==> config.mk <==
export PLATFORM = sky130hd
export DESIGN_NAME = clipped_bitplane_color_expander
export DESIGN_NICKNAME = d
export VERILOG_FILES = /design/src/hw/rtl/cbce_pkg.sv /design/src/hw/rtl/clipped_bitplane_color_expander.sv /design/src/hw/rtl/cbce_queue.sv /design/src/hw/rtl/cbce_front.sv /design/src/hw/rtl/cbce_back.sv
export SDC_FILE = /design/constraint.sdc
export NUM_CORES = 1
export LEC_CHECK = 0
export BUFFER_PORTS_ARGS = -buffer_cell sky130_fd_sc_hd__buf_2
export CAP_MARGIN = 20
export CORE_MARGIN = 10
export CORE_UTILIZATION = 30
export DETAILED_ROUTE_END_ITERATION = 6
export SLEW_MARGIN = 0
export SYNTH_ARGS = -nofsm -noshare
export SYNTH_HDL_FRONTEND = slang
export SYNTH_SLANG_ARGS = --single-unit
==> constraint.sdc <==
create_clock -name clock -period 8.7 [get_ports clock]
set_input_delay 0.87 -clock clock [delete_from_list [all_inputs] [get_ports clock]]
set_output_delay 0.87 -clock clock [all_outputs]
set_load 0.02 [all_outputs]
==> src/hw/rtl/cbce_pkg.sv <==
// Shared types, constants and helpers for the clipped bit-plane colour expander.
package cbce_pkg;

   // Size limits
   localparam int MAX_SIDE     = 4096;
   localparam int MAX_PLANES   = 4;
   localparam int QUEUE_DEPTH  = 4;

   // Field widths
   localparam int SIDE_W       = 13;
   localparam int COORD_W      = 16;
   localparam int WIN_POS_W    = 12;
   localparam int COLOR_W      = 16;
   localparam int PIX_PER_BYTE = 8;
   localparam int BPR_W        = 10;
   localparam int PLANE_CNT_W  = 3;
   localparam int CSR_INDEX_W  = 3;
   localparam int CSR_DATA_W   = 16;
   localparam int CLIP_W       = 18;

   localparam logic [SIDE_W-1:0]      SIDE_MAX   = SIDE_W'(MAX_SIDE);
   localparam logic [PLANE_CNT_W-1:0] PLANES_MAX = PLANE_CNT_W'(MAX_PLANES);

   // Reset values of the control registers
   localparam logic [SIDE_W-1:0]  RST_SCREEN_WIDTH  = 13'd320;
   localparam logic [SIDE_W-1:0]  RST_SCREEN_HEIGHT = 13'd240;
   localparam logic [COLOR_W-1:0] RST_BACKGROUND    = 16'h0000;
   localparam logic [COLOR_W-1:0] RST_PLANE_COLOR   = 16'hFFFF;

   // Control register indexes
   typedef logic [CSR_INDEX_W-1:0] csr_index_type;
   localparam csr_index_type CSR_SCREEN_WIDTH  = 3'd0;
   localparam csr_index_type CSR_SCREEN_HEIGHT = 3'd1;
   localparam csr_index_type CSR_BACKGROUND    = 3'd2;
   localparam csr_index_type CSR_PLANE0_COLOR  = 3'd3;
   localparam csr_index_type CSR_PLANE1_COLOR  = 3'd4;
   localparam csr_index_type CSR_PLANE2_COLOR  = 3'd5;
   localparam csr_index_type CSR_PLANE3_COLOR  = 3'd6;

   // Command and result kind codes
   localparam logic CMD_BEGIN   = 1'b0;
   localparam logic CMD_DATA    = 1'b1;
   localparam logic KIND_WINDOW = 1'b0;
   localparam logic KIND_PIXEL  = 1'b1;

   typedef struct packed {
      logic [SIDE_W-1:0]                    screen_width;
      logic [SIDE_W-1:0]                    screen_height;
      logic [COLOR_W-1:0]                   background_color;
      logic [MAX_PLANES-1:0][COLOR_W-1:0]   plane_color;
   } cfg_type;

   // One queue entry: a window result or up to eight pixels of one byte.
   // Pixel bit b of each vector is the b-th pixel from the left.
   typedef struct packed {
      logic                                   kind;
      logic                                   visible;
      logic [WIN_POS_W-1:0]                   win_x;
      logic [WIN_POS_W-1:0]                   win_y;
      logic [SIDE_W-1:0]                      win_w;
      logic [SIDE_W-1:0]                      win_h;
      logic [MAX_PLANES-1:0][PIX_PER_BYTE-1:0] plane_bits;
      logic [PIX_PER_BYTE-1:0]                pix_mask;
      logic [PIX_PER_BYTE-1:0]                end_mask;
      logic                                   last_row;
   } job_type;

   typedef struct packed {
      logic                 kind;
      logic                 visible;
      logic [WIN_POS_W-1:0] win_x;
      logic [WIN_POS_W-1:0] win_y;
      logic [SIDE_W-1:0]    win_w;
      logic [SIDE_W-1:0]    win_h;
      logic [COLOR_W-1:0]   pixel_color;
      logic                 row_end;
      logic                 image_end;
      logic                 run_last;
   } rsp_type;

   function automatic logic [SIDE_W-1:0] clamp_side(input logic [SIDE_W-1:0] v);
      return (v > SIDE_MAX) ? SIDE_MAX : v;
   endfunction

endpackage

==> src/hw/rtl/clipped_bitplane_color_expander.sv <==
// Top level of the clipped bit-plane colour expander: control registers and block wiring.
//
//   channel  direction  handshake          beat
//   req_     in         push / full        begin (cmd 0) or one byte per plane (cmd 1)
//   rsp_     out        empty / pop        one window or pixel result
//   csr_     in         wen                write of one control register
//
// The front takes one request beat per cycle while the work queue has room. The back
// sends one result beat per cycle while the result consumer keeps up, one beat per
// on-screen pixel of a data byte, 1 to 8; a byte with none leaves no entry.
// Reset clears the queue, the result register and the drawing state and loads
// the register defaults. A stalled result consumer backs up into the queue;
// full rises only when all QUEUE_DEPTH entries are taken.
module clipped_bitplane_color_expander #(
   parameter int QUEUE_DEPTH = cbce_pkg::QUEUE_DEPTH
) (
   input  logic                                     clock,
   input  logic                                     reset,
   // request channel
   input  logic                                     req_push,
   output logic                                     req_full,
   input  logic                                     req_cmd,
   input  logic signed [cbce_pkg::COORD_W-1:0]      req_pos_x,
   input  logic signed [cbce_pkg::COORD_W-1:0]      req_pos_y,
   input  logic [cbce_pkg::SIDE_W-1:0]              req_bm_width,
   input  logic [cbce_pkg::SIDE_W-1:0]              req_bm_height,
   input  logic [cbce_pkg::PLANE_CNT_W-1:0]         req_plane_count,
   input  logic [cbce_pkg::PIX_PER_BYTE-1:0]        req_plane0_byte,
   input  logic [cbce_pkg::PIX_PER_BYTE-1:0]        req_plane1_byte,
   input  logic [cbce_pkg::PIX_PER_BYTE-1:0]        req_plane2_byte,
   input  logic [cbce_pkg::PIX_PER_BYTE-1:0]        req_plane3_byte,
   // result channel
   output logic                                     rsp_empty,
   input  logic                                     rsp_pop,
   output logic                                     rsp_kind,
   output logic                                     rsp_visible,
   output logic [cbce_pkg::WIN_POS_W-1:0]           rsp_win_x,
   output logic [cbce_pkg::WIN_POS_W-1:0]           rsp_win_y,
   output logic [cbce_pkg::SIDE_W-1:0]              rsp_win_w,
   output logic [cbce_pkg::SIDE_W-1:0]              rsp_win_h,
   output logic [cbce_pkg::COLOR_W-1:0]             rsp_pixel_color,
   output logic                                     rsp_row_end,
   output logic                                     rsp_image_end,
   output logic                                     rsp_run_last,
   // control register port
   input  logic                                     csr_wen,
   input  logic [cbce_pkg::CSR_INDEX_W-1:0]         csr_index,
   input  logic [cbce_pkg::CSR_DATA_W-1:0]          csr_wdata
);

   localparam int SW = cbce_pkg::SIDE_W;
   localparam int CL = cbce_pkg::COLOR_W;

   cbce_pkg::cfg_type cfg_ff, cfg_in;
   cbce_pkg::job_type q_wdata, q_rdata;
   cbce_pkg::rsp_type rsp;
   logic              q_push, q_pop, q_full, q_empty, accept;
   logic [cbce_pkg::MAX_PLANES-1:0][cbce_pkg::PIX_PER_BYTE-1:0] plane_bytes;

   // control registers
   always_comb begin
      cfg_in = cfg_ff;
      if (csr_wen) begin
         case (csr_index)
            cbce_pkg::CSR_SCREEN_WIDTH:  cfg_in.screen_width     = csr_wdata[SW-1:0];
            cbce_pkg::CSR_SCREEN_HEIGHT: cfg_in.screen_height    = csr_wdata[SW-1:0];
            cbce_pkg::CSR_BACKGROUND:    cfg_in.background_color = csr_wdata[CL-1:0];
            cbce_pkg::CSR_PLANE0_COLOR:  cfg_in.plane_color[0]   = csr_wdata[CL-1:0];
            cbce_pkg::CSR_PLANE1_COLOR:  cfg_in.plane_color[1]   = csr_wdata[CL-1:0];
            cbce_pkg::CSR_PLANE2_COLOR:  cfg_in.plane_color[2]   = csr_wdata[CL-1:0];
            cbce_pkg::CSR_PLANE3_COLOR:  cfg_in.plane_color[3]   = csr_wdata[CL-1:0];
            default: cfg_in = cfg_ff;
         endcase
      end
   end

   always_ff @(posedge clock) begin
      if (reset) begin
         cfg_ff.screen_width     <= cbce_pkg::RST_SCREEN_WIDTH;
         cfg_ff.screen_height    <= cbce_pkg::RST_SCREEN_HEIGHT;
         cfg_ff.background_color <= cbce_pkg::RST_BACKGROUND;
         cfg_ff.plane_color      <= {cbce_pkg::MAX_PLANES{cbce_pkg::RST_PLANE_COLOR}};
      end else begin
         cfg_ff <= cfg_in;
      end
   end

   assign req_full = q_full;
   assign accept   = req_push && !q_full;

   assign plane_bytes[0] = req_plane0_byte;
   assign plane_bytes[1] = req_plane1_byte;
   assign plane_bytes[2] = req_plane2_byte;
   assign plane_bytes[3] = req_plane3_byte;

   cbce_front u_front (
      .clock       (clock),
      .reset       (reset),
      .cfg         (cfg_ff),
      .accept      (accept),
      .cmd         (req_cmd),
      .pos_x       (req_pos_x),
      .pos_y       (req_pos_y),
      .bm_width    (req_bm_width),
      .bm_height   (req_bm_height),
      .plane_count (req_plane_count),
      .plane_bytes (plane_bytes),
      .q_push      (q_push),
      .q_data      (q_wdata)
   );

   cbce_queue #(
      .DEPTH (QUEUE_DEPTH)
   ) u_queue (
      .clock (clock),
      .reset (reset),
      .push  (q_push),
      .wdata (q_wdata),
      .full  (q_full),
      .pop   (q_pop),
      .rdata (q_rdata),
      .empty (q_empty)
   );

   cbce_back u_back (
      .clock     (clock),
      .reset     (reset),
      .cfg       (cfg_ff),
      .q_empty   (q_empty),
      .q_rdata   (q_rdata),
      .q_pop     (q_pop),
      .rsp_pop   (rsp_pop),
      .rsp_empty (rsp_empty),
      .rsp       (rsp)
   );

   assign rsp_kind        = rsp.kind;
   assign rsp_visible     = rsp.visible;
   assign rsp_win_x       = rsp.win_x;
   assign rsp_win_y       = rsp.win_y;
   assign rsp_win_w       = rsp.win_w;
   assign rsp_win_h       = rsp.win_h;
   assign rsp_pixel_color = rsp.pixel_color;
   assign rsp_row_end     = rsp.row_end;
   assign rsp_image_end   = rsp.image_end;
   assign rsp_run_last    = rsp.run_last;

endmodule

==> src/hw/rtl/cbce_queue.sv <==
// Short first-in first-out queue of work entries between front and back.
module cbce_queue #(
   parameter int DEPTH = cbce_pkg::QUEUE_DEPTH
) (
   input  logic              clock,
   input  logic              reset,
   input  logic              push,
   input  cbce_pkg::job_type wdata,
   output logic              full,
   input  logic              pop,
   output cbce_pkg::job_type rdata,
   output logic              empty
);

   localparam int PTR_W = (DEPTH > 1) ? $clog2(DEPTH) : 1;
   localparam int CNT_W = $clog2(DEPTH + 1);
   localparam logic [PTR_W-1:0] PTR_LAST = PTR_W'(DEPTH - 1);

   cbce_pkg::job_type  mem [DEPTH];
   cbce_pkg::job_type  rdata_ff;
   logic [PTR_W-1:0]   wr_ptr_ff, wr_ptr_in;
   logic [PTR_W-1:0]   rd_ptr_ff, rd_ptr_in;
   logic [CNT_W-1:0]   count_ff, count_in;
   logic               do_push, do_pop;

   assign full    = (count_ff == CNT_W'(DEPTH));
   assign empty   = (count_ff == '0);
   assign do_push = push && !full;
   assign do_pop  = pop && !empty;
   assign rdata   = rdata_ff;

   // pointer and fill level
   always_comb begin
      wr_ptr_in = wr_ptr_ff;
      rd_ptr_in = rd_ptr_ff;
      count_in  = count_ff;
      if (do_push) begin
         wr_ptr_in = (wr_ptr_ff == PTR_LAST) ? '0 : wr_ptr_ff + 1'b1;
      end
      if (do_pop) begin
         rd_ptr_in = (rd_ptr_ff == PTR_LAST) ? '0 : rd_ptr_ff + 1'b1;
      end
      if (do_push && !do_pop) begin
         count_in = count_ff + 1'b1;
      end else if (do_pop && !do_push) begin
         count_in = count_ff - 1'b1;
      end
   end

   always_ff @(posedge clock) begin
      if (reset) begin
         wr_ptr_ff <= '0;
         rd_ptr_ff <= '0;
         count_ff  <= '0;
      end else begin
         wr_ptr_ff <= wr_ptr_in;
         rd_ptr_ff <= rd_ptr_in;
         count_ff  <= count_in;
      end
   end

   // storage, no reset
   always_ff @(posedge clock) begin
      if (do_push) begin
         mem[wr_ptr_ff] <= wdata;
      end
   end

   // head entry, read at the next head address; a beat written into an emptying queue
   // goes straight through
   always_ff @(posedge clock) begin
      if (do_push && (wr_ptr_ff == rd_ptr_in)) begin
         rdata_ff <= wdata;
      end else begin
         rdata_ff <= mem[rd_ptr_in];
      end
   end

endmodule

==> src/hw/rtl/cbce_front.sv <==
// Front end: clips begin beats, tracks the source position and classifies data bytes.
module cbce_front (
   input  logic                                   clock,
   input  logic                                   reset,
   input  cbce_pkg::cfg_type                      cfg,
   input  logic                                   accept,
   input  logic                                   cmd,
   input  logic signed [cbce_pkg::COORD_W-1:0]    pos_x,
   input  logic signed [cbce_pkg::COORD_W-1:0]    pos_y,
   input  logic [cbce_pkg::SIDE_W-1:0]            bm_width,
   input  logic [cbce_pkg::SIDE_W-1:0]            bm_height,
   input  logic [cbce_pkg::PLANE_CNT_W-1:0]       plane_count,
   input  logic [cbce_pkg::MAX_PLANES-1:0][cbce_pkg::PIX_PER_BYTE-1:0] plane_bytes,
   output logic                                   q_push,
   output cbce_pkg::job_type                      q_data
);

   localparam int SW = cbce_pkg::SIDE_W;
   localparam int CW = cbce_pkg::CLIP_W;
   localparam int PB = cbce_pkg::PIX_PER_BYTE;
   localparam int BW = cbce_pkg::BPR_W;
   localparam int PW = cbce_pkg::PLANE_CNT_W;
   localparam int NP = cbce_pkg::MAX_PLANES;

   // drawing state
   logic          active_ff, active_in;
   logic [SW-1:0] row_ff, row_in;
   logic [BW-1:0] byte_col_ff, byte_col_in;
   logic [BW-1:0] bpr_ff, bpr_in;
   logic [SW-1:0] col_first_ff, col_first_in;
   logic [SW-1:0] col_last_ff, col_last_in;
   logic [SW-1:0] row_first_ff, row_first_in;
   logic [SW-1:0] row_last_ff, row_last_in;
   logic [PW-1:0] planes_ff, planes_in;

   // begin clipping
   logic [SW-1:0]        w_c, h_c, sw_c, sh_c;
   logic signed [CW-1:0] x_s, y_s, cf_s, rf_s, cl_s, rl_s;
   logic signed [CW-1:0] cl_a, cl_b, rl_a, rl_b;
   logic signed [CW-1:0] wx_s, wy_s, ww_s, wh_s;
   logic                 win_vis;
   logic [PW-1:0]        pc_c;
   logic [SW:0]          bpr_sum;

   always_comb begin
      x_s  = CW'(pos_x);
      y_s  = CW'(pos_y);
      w_c  = cbce_pkg::clamp_side(bm_width);
      h_c  = cbce_pkg::clamp_side(bm_height);
      sw_c = cbce_pkg::clamp_side(cfg.screen_width);
      sh_c = cbce_pkg::clamp_side(cfg.screen_height);
      cf_s = x_s[CW-1] ? -x_s : '0;
      rf_s = y_s[CW-1] ? -y_s : '0;
      cl_a = $signed({{(CW-SW){1'b0}}, w_c}) - CW'(1);
      cl_b = $signed({{(CW-SW){1'b0}}, sw_c}) - CW'(1) - x_s;
      rl_a = $signed({{(CW-SW){1'b0}}, h_c}) - CW'(1);
      rl_b = $signed({{(CW-SW){1'b0}}, sh_c}) - CW'(1) - y_s;
      cl_s = (cl_b < cl_a) ? cl_b : cl_a;
      rl_s = (rl_b < rl_a) ? rl_b : rl_a;
      win_vis = (cf_s <= cl_s) && (rf_s <= rl_s);
      wx_s = x_s + cf_s;
      wy_s = y_s + rf_s;
      ww_s = cl_s - cf_s + CW'(1);
      wh_s = rl_s - rf_s + CW'(1);
      // plane count limited to one .. MAX_PLANES
      if (plane_count == '0) begin
         pc_c = PW'(1);
      end else if (plane_count > cbce_pkg::PLANES_MAX) begin
         pc_c = cbce_pkg::PLANES_MAX;
      end else begin
         pc_c = plane_count;
      end
      bpr_sum = {1'b0, w_c} + (SW+1)'(PB - 1);
   end

   // data byte classification
   logic [SW-1:0]          col_base, col_b;
   logic [PB-1:0]          vis_col, end_col, pix_mask;
   logic [NP-1:0][PB-1:0]  pbits;
   logic                   row_vis, on_last_row, finished, col_wrap;
   logic [SW-1:0]          row_next;

   always_comb begin
      col_base = {byte_col_ff, 3'b000};
      for (int b = 0; b < PB; b++) begin
         col_b      = col_base + SW'(b);
         vis_col[b] = (col_b >= col_first_ff) && (col_b <= col_last_ff);
         end_col[b] = (col_b == col_last_ff);
      end
      // reorder so that bit b is the b-th pixel from the left; unused planes read as clear
      for (int k = 0; k < NP; k++) begin
         for (int b = 0; b < PB; b++) begin
            pbits[k][b] = (PW'(k) < planes_ff) ? plane_bytes[k][PB-1-b] : 1'b0;
         end
      end
      row_vis     = (row_ff >= row_first_ff) && (row_ff <= row_last_ff);
      on_last_row = (row_ff == row_last_ff);
      pix_mask    = row_vis ? vis_col : '0;
      finished    = row_vis && on_last_row && (|end_col);
      col_wrap    = ({1'b0, byte_col_ff} + (BW+1)'(1)) >= {1'b0, bpr_ff};
      row_next    = col_wrap ? row_ff + SW'(1) : row_ff;
   end

   // next state
   always_comb begin
      active_in    = active_ff;
      row_in       = row_ff;
      byte_col_in  = byte_col_ff;
      bpr_in       = bpr_ff;
      col_first_in = col_first_ff;
      col_last_in  = col_last_ff;
      row_first_in = row_first_ff;
      row_last_in  = row_last_ff;
      planes_in    = planes_ff;
      if (accept && cmd == cbce_pkg::CMD_BEGIN) begin
         active_in = win_vis;
         if (win_vis) begin
            row_in       = '0;
            byte_col_in  = '0;
            bpr_in       = bpr_sum[SW-1:3];
            col_first_in = cf_s[SW-1:0];
            col_last_in  = cl_s[SW-1:0];
            row_first_in = rf_s[SW-1:0];
            row_last_in  = rl_s[SW-1:0];
            planes_in    = pc_c;
         end
      end else if (accept && active_ff) begin
         byte_col_in = col_wrap ? '0 : byte_col_ff + BW'(1);
         row_in      = row_next;
         if (finished || row_next > row_last_ff) begin
            active_in = 1'b0;
         end
      end
   end

   always_ff @(posedge clock) begin
      if (reset) begin
         active_ff    <= 1'b0;
         row_ff       <= '0;
         byte_col_ff  <= '0;
         bpr_ff       <= '0;
         col_first_ff <= '0;
         col_last_ff  <= '0;
         row_first_ff <= '0;
         row_last_ff  <= '0;
         planes_ff    <= PW'(1);
      end else begin
         active_ff    <= active_in;
         row_ff       <= row_in;
         byte_col_ff  <= byte_col_in;
         bpr_ff       <= bpr_in;
         col_first_ff <= col_first_in;
         col_last_ff  <= col_last_in;
         row_first_ff <= row_first_in;
         row_last_ff  <= row_last_in;
         planes_ff    <= planes_in;
      end
   end

   // queue entry
   always_comb begin
      q_data = '0;
      if (cmd == cbce_pkg::CMD_BEGIN) begin
         q_data.kind    = cbce_pkg::KIND_WINDOW;
         q_data.visible = win_vis;
         if (win_vis) begin
            q_data.win_x = wx_s[cbce_pkg::WIN_POS_W-1:0];
            q_data.win_y = wy_s[cbce_pkg::WIN_POS_W-1:0];
            q_data.win_w = ww_s[SW-1:0];
            q_data.win_h = wh_s[SW-1:0];
         end
         q_push = accept;
      end else begin
         q_data.kind       = cbce_pkg::KIND_PIXEL;
         q_data.plane_bits = pbits;
         q_data.pix_mask   = pix_mask;
         q_data.end_mask   = end_col & pix_mask;
         q_data.last_row   = on_last_row;
         // stray bytes and bytes with nothing on screen leave no entry
         q_push = accept && active_ff && (pix_mask != '0);
      end
   end

endmodule

==> src/hw/rtl/cbce_back.sv <==
// Back end: expands entries into result beats, one pixel per cycle when not stalled.
module cbce_back (
   input  logic              clock,
   input  logic              reset,
   input  cbce_pkg::cfg_type cfg,
   input  logic              q_empty,
   input  cbce_pkg::job_type q_rdata,
   output logic              q_pop,
   input  logic              rsp_pop,
   output logic              rsp_empty,
   output cbce_pkg::rsp_type rsp
);

   localparam int PB = cbce_pkg::PIX_PER_BYTE;
   localparam int NP = cbce_pkg::MAX_PLANES;

   cbce_pkg::job_type job_ff, job_in;
   logic              job_valid_ff, job_valid_in;
   cbce_pkg::rsp_type rsp_ff, rsp_in;
   logic              rsp_valid_ff, rsp_valid_in;

   logic [PB-1:0]                 sel, rest;
   logic [cbce_pkg::COLOR_W-1:0]  color;
   logic                          out_ready, step, last, row_end;

   // leftmost pending pixel and its colour; later planes win
   always_comb begin
      sel   = job_ff.pix_mask & (~job_ff.pix_mask + PB'(1));
      rest  = job_ff.pix_mask & ~sel;
      color = cfg.background_color;
      for (int k = 0; k < NP; k++) begin
         if (|(sel & job_ff.plane_bits[k])) begin
            color = cfg.plane_color[k];
         end
      end
      row_end = |(sel & job_ff.end_mask);
   end

   assign out_ready = !rsp_valid_ff || rsp_pop;
   assign step      = job_valid_ff && out_ready;
   assign last      = (job_ff.kind == cbce_pkg::KIND_WINDOW) || (rest == '0);
   assign q_pop     = !q_empty && (!job_valid_ff || (step && last));

   // result beat
   always_comb begin
      rsp_in = '0;
      if (job_ff.kind == cbce_pkg::KIND_WINDOW) begin
         rsp_in.kind     = cbce_pkg::KIND_WINDOW;
         rsp_in.visible  = job_ff.visible;
         rsp_in.win_x    = job_ff.win_x;
         rsp_in.win_y    = job_ff.win_y;
         rsp_in.win_w    = job_ff.win_w;
         rsp_in.win_h    = job_ff.win_h;
         rsp_in.run_last = 1'b1;
      end else begin
         rsp_in.kind        = cbce_pkg::KIND_PIXEL;
         rsp_in.pixel_color = color;
         rsp_in.row_end     = row_end;
         rsp_in.image_end   = row_end && job_ff.last_row;
         rsp_in.run_last    = last;
      end
   end

   // current entry
   always_comb begin
      job_in       = job_ff;
      job_valid_in = job_valid_ff;
      if (q_pop) begin
         job_in       = q_rdata;
         job_valid_in = 1'b1;
      end else if (step && last) begin
         job_valid_in = 1'b0;
      end else if (step) begin
         job_in.pix_mask = rest;
      end
      if (step) begin
         rsp_valid_in = 1'b1;
      end else if (rsp_pop) begin
         rsp_valid_in = 1'b0;
      end else begin
         rsp_valid_in = rsp_valid_ff;
      end
   end

   always_ff @(posedge clock) begin
      if (reset) begin
         job_valid_ff <= 1'b0;
         rsp_valid_ff <= 1'b0;
      end else begin
         job_valid_ff <= job_valid_in;
         rsp_valid_ff <= rsp_valid_in;
      end
   end

   always_ff @(posedge clock) begin
      job_ff <= job_in;
      if (step) begin
         rsp_ff <= rsp_in;
      end
   end

   assign rsp_empty = !rsp_valid_ff;
   assign rsp       = rsp_ff;

endmodule
==> results of run 1 <==
-- metal layers --
metal	part of all wire (%)	up-vias	track usage, %
li1	-	12500	-
met1	43	12500	18.0
met2	47	697	23.2
met3	6.6	193	3.23
met4	2.6	26	4.24
met5	0.15	-	0
-- sequential cells by signal (all words and copies together) (netlist names), 13 cells and up, named ones only --
name                  count
u_front.col_first_ff     13
u_back.rsp               71
u_front.row_first_ff     13
u_back.job_ff           101
cfg_ff                  106
u_front.row_last_ff      13
u_front.row_ff           13
u_queue.mem             404
u_front.col_last_ff      13
-- through the flow --
| stage | instance area [um2] | hold WS, ns | power, W | setup TNS (ns) |
|---|---|---|---|---|
| after floorplan | 38700 | 0.432 | 0.00736 | 0 |
| after global placement | 41600 | 0.441 | 0.00843 | 0 |
| after detailed placement | 41600 | 0.447 | 0.00845 | 0 |
| after CTS | 44300 | 0.404 | 0.0121 | 0 |
| after global routing | 44400 | 0.450 | 0.0125 | -0.420 |
| final | 44400 | 0.454 | 0.0119 | 0 |
-- cells in the final DEF, fill, tap and decap left out, types with 37 or more instances in the layout --
cell,n
sky130_fd_sc_hd__nor2_1,202
sky130_fd_sc_hd__clkbuf_16,83
sky130_fd_sc_hd__nand3b_1,63
sky130_fd_sc_hd__ha_1,234
sky130_fd_sc_hd__o21ai_0,101
sky130_fd_sc_hd__a21o_1,51
sky130_fd_sc_hd__xor2_1,37
sky130_fd_sc_hd__buf_2,191
sky130_fd_sc_hd__buf_4,39
sky130_fd_sc_hd__nand2_1,367
sky130_fd_sc_hd__inv_1,209
sky130_fd_sc_hd__nand3_1,60
sky130_fd_sc_hd__nor2b_1,99
sky130_fd_sc_hd__xnor2_1,83
sky130_fd_sc_hd__a21oi_1,218
sky130_fd_sc_hd__dfxtp_1,204
sky130_fd_sc_hd__a211oi_1,53
sky130_fd_sc_hd__nor3_1,59
sky130_fd_sc_hd__edfxtp_1,576
sky130_fd_sc_hd__mux4_2,101
-- final cells by class --
type / count / area [um2] / area share, %
Antenna cell: 2 / 5.00 / 0.0113
Clock buffer: 95 / 2120 / 4.78
Clock inverter: 56 / 593 / 1.33
Inverter: 212 / 802 / 1.80
Multi-Input combinational cell: 2181 / 16100 / 36.1
Sequential cell: 782 / 21400 / 48.2
Tap cell: 1662 / 2080 / 4.68
Timing Repair Buffer: 235 / 1350 / 3.04
-- repair_timing --
item	4_1_cts	5_1_grt
buffers inserted	0	2
hold endpoints to repair	0	0
resized for setup	0	22
setup endpoints to repair	0	283
-- power by group through the flow --
stage | Clock (W) | Combinational (W) | Sequential, W
after floorplan | 0 | 0.00218 | 0.00519
after global placement | 0 | 0.00324 | 0.00519
after detailed placement | 0 | 0.00326 | 0.00520
after CTS | 0.00367 | 0.00327 | 0.00513
after global routing | 0.00381 | 0.00355 | 0.00518
final | 0.00357 | 0.00323 | 0.00511
-- how the worst max path moves through the flow --
stage	start	end	slack [ns]	cells after the start
finish	cfg_ff[96]$_SDFFE_PP0P_	u_queue.mem[1][67]$_DFFE_PP_	0.55	33
global route	cfg_ff[96]$_SDFFE_PP0P_	u_queue.mem[0][52]$_DFFE_PP_	-0.06	33
CTS	cfg_ff[96]$_SDFFE_PP0P_	u_queue.mem[0][94]$_DFFE_PP_	0.02	32
detailed placement	cfg_ff[96]$_SDFFE_PP0P_	u_queue.mem[0][94]$_DFFE_PP_	0.05	32
global placement	cfg_ff[96]$_SDFFE_PP0P_	u_queue.mem[0][94]$_DFFE_PP_	0.24	32
floorplan	cfg_ff[95]$_SDFFE_PP0P_	u_queue.mem[0][73]$_DFFE_PP_	0.56	38
-- kinds of logic after synthesis --
| kind of cell | Yosys count | share of synthesized area (%) |
|---|---|---|
| AOI/OAI and AO/OA | 592 | 9.57 |
| muxes | 155 | 7.35 |
| other | 1 | 0.00969 |
| xor gates and xnor gates | 120 | 2.72 |
| adders and majority gates | 243 | 7.93 |
| and+or+nand+nor | 1067 | 13.6 |
| buffers and inverters | 348 | 3.45 |
| DFF | 782 | 55.4 |
-- worst min-delay path, delay by kind of cell (launching register included) --
family / cells / cell delay [ns]
flip-flops: 1 / 0.30
AO/OA/AOI/OAI: 1 / 0.05
AND/OR/NAND/NOR: 1 / 0.05
==> results list, run 1 <==
* Result of the run: completed
- Worst slew pin tran: 1.13 ns
- In this run the deepest clock path goes through 3 buffers.
* TritonCTS clock tree: yes
* Total count of max-transition violations in the final report: 0
* Mapped cell area: 0.0387 mm2
- Maximum number of pins on one net before global-route repair: 114
- Clk Tree Root Cell: sky130_fd_sc_hd__clkbuf_16
- For this design the top-level I/O count stands at 191.
* Finished Core Util: 34.8%
- After global routing the overflow that remains totals 0.
- Most frequent cells after synthesis: sky130_fd_sc_hd__edfxtp_1 (576), sky130_fd_sc_hd__nand2_1 (367), sky130_fd_sc_hd__ha_1 (234), sky130_fd_sc_hd__a21oi_1 (220), sky130_fd_sc_hd__inv_1 (211)
- CP Data Required Time: 9.10 ns
* Data arrival time of the critical path: 8.55 ns
* Die extent in y: 379 um
- Syn-to-layout area delta: 14.9%
* Final weighted congestion in routability-driven placement: 0.851
* Antenna violation net count after detailed routing: 0
- The H-tree was split into 3 levels.
- Number of synthesized register bits: 782
- Via density: 4.96
- Starting DRC count in detailed routing: 1,995
- The path with the worst hold slack has its endpoint at cfg_ff[77]$_SDFFE_PP0P_.
- Number of antenna violations at the first check in global routing: 23
- For this design the ratio of total power to cell area is 268 mW/mm2.
- Fraction of post-synthesis cell area in the top cell type by area: 44.7%
- Setup slack of the worst register-to-register path: 0.55 ns
- LEAKAGE: 16.5 nW
- CP top delay family: compound AO/OA/AOI/OAI gates
- Number of flops mapped to enable cells by yosys: 576
- Critical path endpoint category: flip-flop
- The detailed router placed 25,900 vias in this run.
- Layout cell share with drive strength beyond 1: 14.5%
- Capturing point of the worst reg2reg path: u_queue.mem[1][67]$_DFFE_PP_
- Number of clock sinks: 782
* Most area-hungry cell type in the Yosys netlist: sky130_fd_sc_hd__edfxtp_1
* Main synth FF type: sky130_fd_sc_hd__edfxtp_1
- Worst-case clock skew: 0.0370 ns
* Clock transition time at the flip-flop clock pins of the worst setup and hold paths: 0.06 ns
- Port-buffer cells: 190
- Count leader, synth: sky130_fd_sc_hd__edfxtp_1
- The filler cells instantiated in the layout total 12,600.
* Max VDD drop: 204 uV
- The via count of the first global-routing pass is 25,400.
- TritonCTS buffer count: 81
* Final count of hold timing violations: 0
- Tcrit/Tclk final: 93.6%
- Max transition margin: 24.9%
- Fraction of power consumed by sequential logic: 42.9%
* Relative contribution of the clock network to total power: 30.0%
- Horizontal extent of the die: 379 um
- Internal power of the cells: 0.00813 W
- Counting instances, the worst hold path has a depth of 2.
* Net switching share of the total power: 31.7%
- Fmax: 123 MHz
- Number of nets in the layout: 3,850
* Final critical delay including setup and external delays: 8.15 ns
* Total length of routed wires: 103 mm
- Switching component of the power: 0.00378 W
- Dividing the detail-routed wire length by the instance count gives 19.8 um.
* Post-Place Worst Slack: 0.0518 ns
- Worst-path cell with the longest stage delay: sky130_fd_sc_hd__a2111o_1
* Full die area: 0.144 mm2
- Worst min-delay path class: reg -> reg
- By startpoint and endpoint, the worst setup path is classified as reg -> reg.
- Along the worst path, the maximum fanout reaches 31.
- Across all setup checks in the final design, the least slack found is 0.555 ns.
- Cell types occupying the most area after synthesis: sky130_fd_sc_hd__edfxtp_1 (45%), sky130_fd_sc_hd__dfxtp_1 (11%), sky130_fd_sc_hd__ha_1 (7.6%), sky130_fd_sc_hd__mux4_2 (5.9%), sky130_fd_sc_hd__nand2_1 (3.6%)
- During synthesis, Yosys emitted a total of 0 warnings.
* Relative contribution of combinational cells to total power: 27.1%
- HPWL reported at the end of detailed placement: 72.4 mm
* Critical path launch point type: flip-flop
- In this run, placement finished with an instance count of 5,069.
- # rows: 131
- Final Instance Count excl. Fillers: 5,225
- Hold wc startpoint: cfg_ff[77]$_SDFFE_PP0P_
- Gate count of the mapped netlist: 3,308
- Max-cap violations in this run came to 0.
* Number of buffers and inverters on the critical path: 2
* Worst skew pair latency: 0.68 ns
- In the synthesized netlist the async set-or-reset flop fraction comes to 0%.
* Global-route wire length before repair: 155 mm
* Sequential cell area fraction in the yosys report: 55.4%
- In the global route stage, overall resource usage came out at 14.0%.
- Largest incremental delay on the critical path: 0.44 ns
- After detailed routing, the number of remaining DRC violations is 0.
* Number of hold-repair buffers added at the cts stage: 0
- Post-Synthesis Mean Instance Area: 11.7 um2
* Launching point of the worst reg2reg path: cfg_ff[96]$_SDFFE_PP0P_
- The cell that appears most often on the critical path is sky130_fd_sc_hd__a21o_1.
* Initial core utilization: 30.3%
- Core area: 0.128 mm2
- The first detailed-routing pass ran for 7 iterations.
- Setup violations remaining at the end of the flow were counted as 0.
- The synthesized netlist contains 77 unique library cells.
* Worst r2r path cells: 33
Power figures use the tool's default switching activity.
==> run 2, diff against run 1 <==
CTS_BUF_LIST = sky130_fd_sc_hd__clkbuf_4 sky130_fd_sc_hd__clkbuf_8   (was unset)
clock period = 8.9 ns   (was 8.7 ns; I/O delays follow)
==> run 2 against run 1 <==
- worst hold slack got worse by 0.10 ns
- utilization barely moved
- critical endpoint is now u_queue.mem[0][73]$_DFFE_PP_
- cell count rose by 1.6%
- total power fell by 3.4%
- sequential share of layout area rose by 0.061 points
- critical path type unchanged
- setup slack improved by 0.084 ns
- critical path depth did not move
- largest cell class unchanged
- first-iteration DRC count rose by 1.5%
==> results list, run 2 (synthesized netlist as in run 1, its figures left out) <==
- Number of clock sinks: 782
* Final setup fails: 0
- The most numerous cell type found on the critical path is sky130_fd_sc_hd__a21o_1.
- Data arrival time of the critical path: 8.91 ns
- The total area inside the core boundary comes to 0.128 mm2.
- Total length of routed wires: 103 mm
* Max FO, Critical Path: 27
* Number of nets in the layout: 3,895
* LEAKAGE: 16.6 nW
- Worst slew pin tran: 1.01 ns
* Clk Tree Root Cell: sky130_fd_sc_hd__clkbuf_8
- The congestion estimate from routability-driven global placement came to 0.863.
- The final hold violation count is 0.
- Terminating pin of the worst hold path: u_front.planes_ff[2]$_SDFFE_PP0P_
- The via count of the first global-routing pass is 25,900.
- Bufs on Longest Clock Path: 3
- Routed length per placed instance: 19.4 um
* Total power: 0.0115 W
* Ratio of total power to cell area: 259 mW/mm2
- The worst hold path begins at req_plane_count[2].
* Antenna violation net count after detailed routing: 0
* Register ranked first by flip-flop count: u_queue.mem
- TritonCTS built the clock tree.
- TritonCTS buffer count: 130
- In the layout the commonest cells are sky130_fd_sc_hd__edfxtp_1 (576), sky130_fd_sc_hd__nand2_1 (367), sky130_fd_sc_hd__ha_1 (234), sky130_fd_sc_hd__a21oi_1 (218), sky130_fd_sc_hd__inv_1 (210).
* Port-buffer cells: 190
* Global-route wire length before repair: 156 mm
- In this design, the stage delay of the slowest critical-path cell is 0.45 ns.
- Setup slack of the worst register-to-register path: 0.64 ns
* Number of hold-repair buffers added at the cts stage: 0
- Initial core utilization: 30.3%
- Die extent in y: 379 um
- Final critical delay including setup and external delays: 8.26 ns
* First-pass DRT Iterations: 6
* Cell Area, Placed: 0.0416 mm2
- Finished Core Util: 34.7%
- # rows: 131
* Clock transition time at the flip-flop clock pins of the worst setup and hold paths: 0.07 ns
* Total count of max-transition violations in the final report: 0
* Via density: 4.91
- Fmax: 121 MHz
- The total overflow left after global routing is 0.
- The worst register-to-register path ends at u_queue.mem[0][73]$_DFFE_PP_.
- Tcrit/Tclk final: 92.8%
- The startpoint identified for the worst register-to-register timing path is cfg_ff[95]$_SDFFE_PP0P_.
- In this run the worst hold path is classified as in -> reg.
* Horizontal extent of the die: 379 um
- Measured against its own limit, the worst slew margin works out to 32.6%.
- Post-CTS setup buffers: 0
- CP Data Required Time: 9.55 ns
- Hold Slack: 0.354 ns
* Post-cts sizing count: 0
- Worst-case clock skew: 0.0364 ns
- Maximum number of pins on one net before global-route repair: 101
- The slowest stage of the critical path is the sky130_fd_sc_hd__a2111o_1 cell.
* Worst skew pair latency: 0.81 ns
- Max VDD drop: 178 uV
* Number of antenna violations at the first check in global routing: 24
- Critical path endpoint category: flip-flop
- For this design the top-level I/O count stands at 191.
- Critical path launch point type: flip-flop
- Across all layers, the routed design uses 26,100 vias.
- Max_cap viols: 0
* Critical path class: reg -> reg
* Final WS setup: 0.639 ns
- The worst register-to-register path has a depth of 33.
- Worst hold path cell count: 3
- Number of flip-flops in the largest register: 404
- Post-Place Worst Slack: 0.196 ns
- The die covers 0.144 mm2.
- HPWL reported at the end of detailed placement: 72.3 mm
- From synthesis to final layout, the design area changed by 14.7%.
- In the final layout, the registers with the most flip-flops are u_queue.mem (404), cfg_ff (106), u_back.job_ff (101).
* DRC violation count after routing: 0
* Design Area, Final: 0.0444 mm2
* Most frequent standard cell in the layout excluding fill and tap cells: sky130_fd_sc_hd__edfxtp_1
* Result of the run: completed
* Starting DRC count in detailed routing: 2,024
- In the final layout, the share of cells above drive strength 1 is 16.4%.
* Aggregate global-route resource usage: 14.1%
* CTS HTree Levels: 4
## run 2: cell types whose count changed in the layout (fill, tap and decap cells not counted), sizes merged
cell	change
diode	+4
clkinv	+4
inv	+2
clkbuf	+78
bufinv	-1
buf	-4
## run 2: per-stage QoR
step	setup TNS, ns	instances
floorplan	0	3311
global placement	0	5066
detailed placement	0	5066
CTS	0	5300
global route	-0.0158	5305
finish	0	5308
## run 2: area by class of cell
type / instances / area [um2]
fillers: 12700 / 83500
flip-flops and latches: 782 / 21400
multi-input cells: 2181 / 16000
clock buffers: 173 / 2180
well taps: 1662 / 2080
repair buffers: 231 / 1280
inverters: 212 / 798
clock inverters: 61 / 577
diodes: 6 / 15.0
## run 2: worst max-delay path by stage
stage	startpoint	depth (start not counted)	slack, ns	end
floorplan	cfg_ff[95]$_SDFFE_PP0P_	38	0.76	u_queue.mem[0][73]$_DFFE_PP_
global placement	cfg_ff[95]$_SDFFE_PP0P_	36	0.31	u_queue.mem[0][73]$_DFFE_PP_
detailed placement	cfg_ff[95]$_SDFFE_PP0P_	36	0.20	u_queue.mem[3][73]$_DFFE_PP_
CTS	cfg_ff[95]$_SDFFE_PP0P_	36	0.16	u_queue.mem[0][73]$_DFFE_PP_
global route	cfg_ff[95]$_SDFFE_PP0P_	36	-0.004	u_queue.mem[0][73]$_DFFE_PP_
finish	cfg_ff[95]$_SDFFE_PP0P_	33	0.64	u_queue.mem[0][73]$_DFFE_PP_
## run 2: where the power goes
group / total, W / switching [W] / internal, W
logic: 0.00315 / 0.00193 / 0.00122
clock network: 0.00338 / 0.00148 / 0.00190
registers: 0.00496 / 0.000282 / 0.00468
total: 0.0115 / 0.00370 / 0.00780
## run 2: layer usage
layer / vias to the layer above / routed length, um / track usage, %
met2: 639 / 49000 / 23.0
met1: 12600 / 44900 / 18.4
met5: - / 122 / 0
li1: 12600 / - / -
met4: 22 / 2360 / 4.26
met3: 178 / 6690 / 3.72
## run 2: worst max-delay path, delay by kind of cell, from the launching register on
kind                       cells  cell delay, ns
muxes                          1            0.39
and+or+nand+nor                8            1.92
AOI/OAI and AO/OA             17            3.86
xor gates and xnor gates       2            0.25
DFF                            1            0.36
buffers and inverters          2            0.46
adders and majority gates      3            0.85
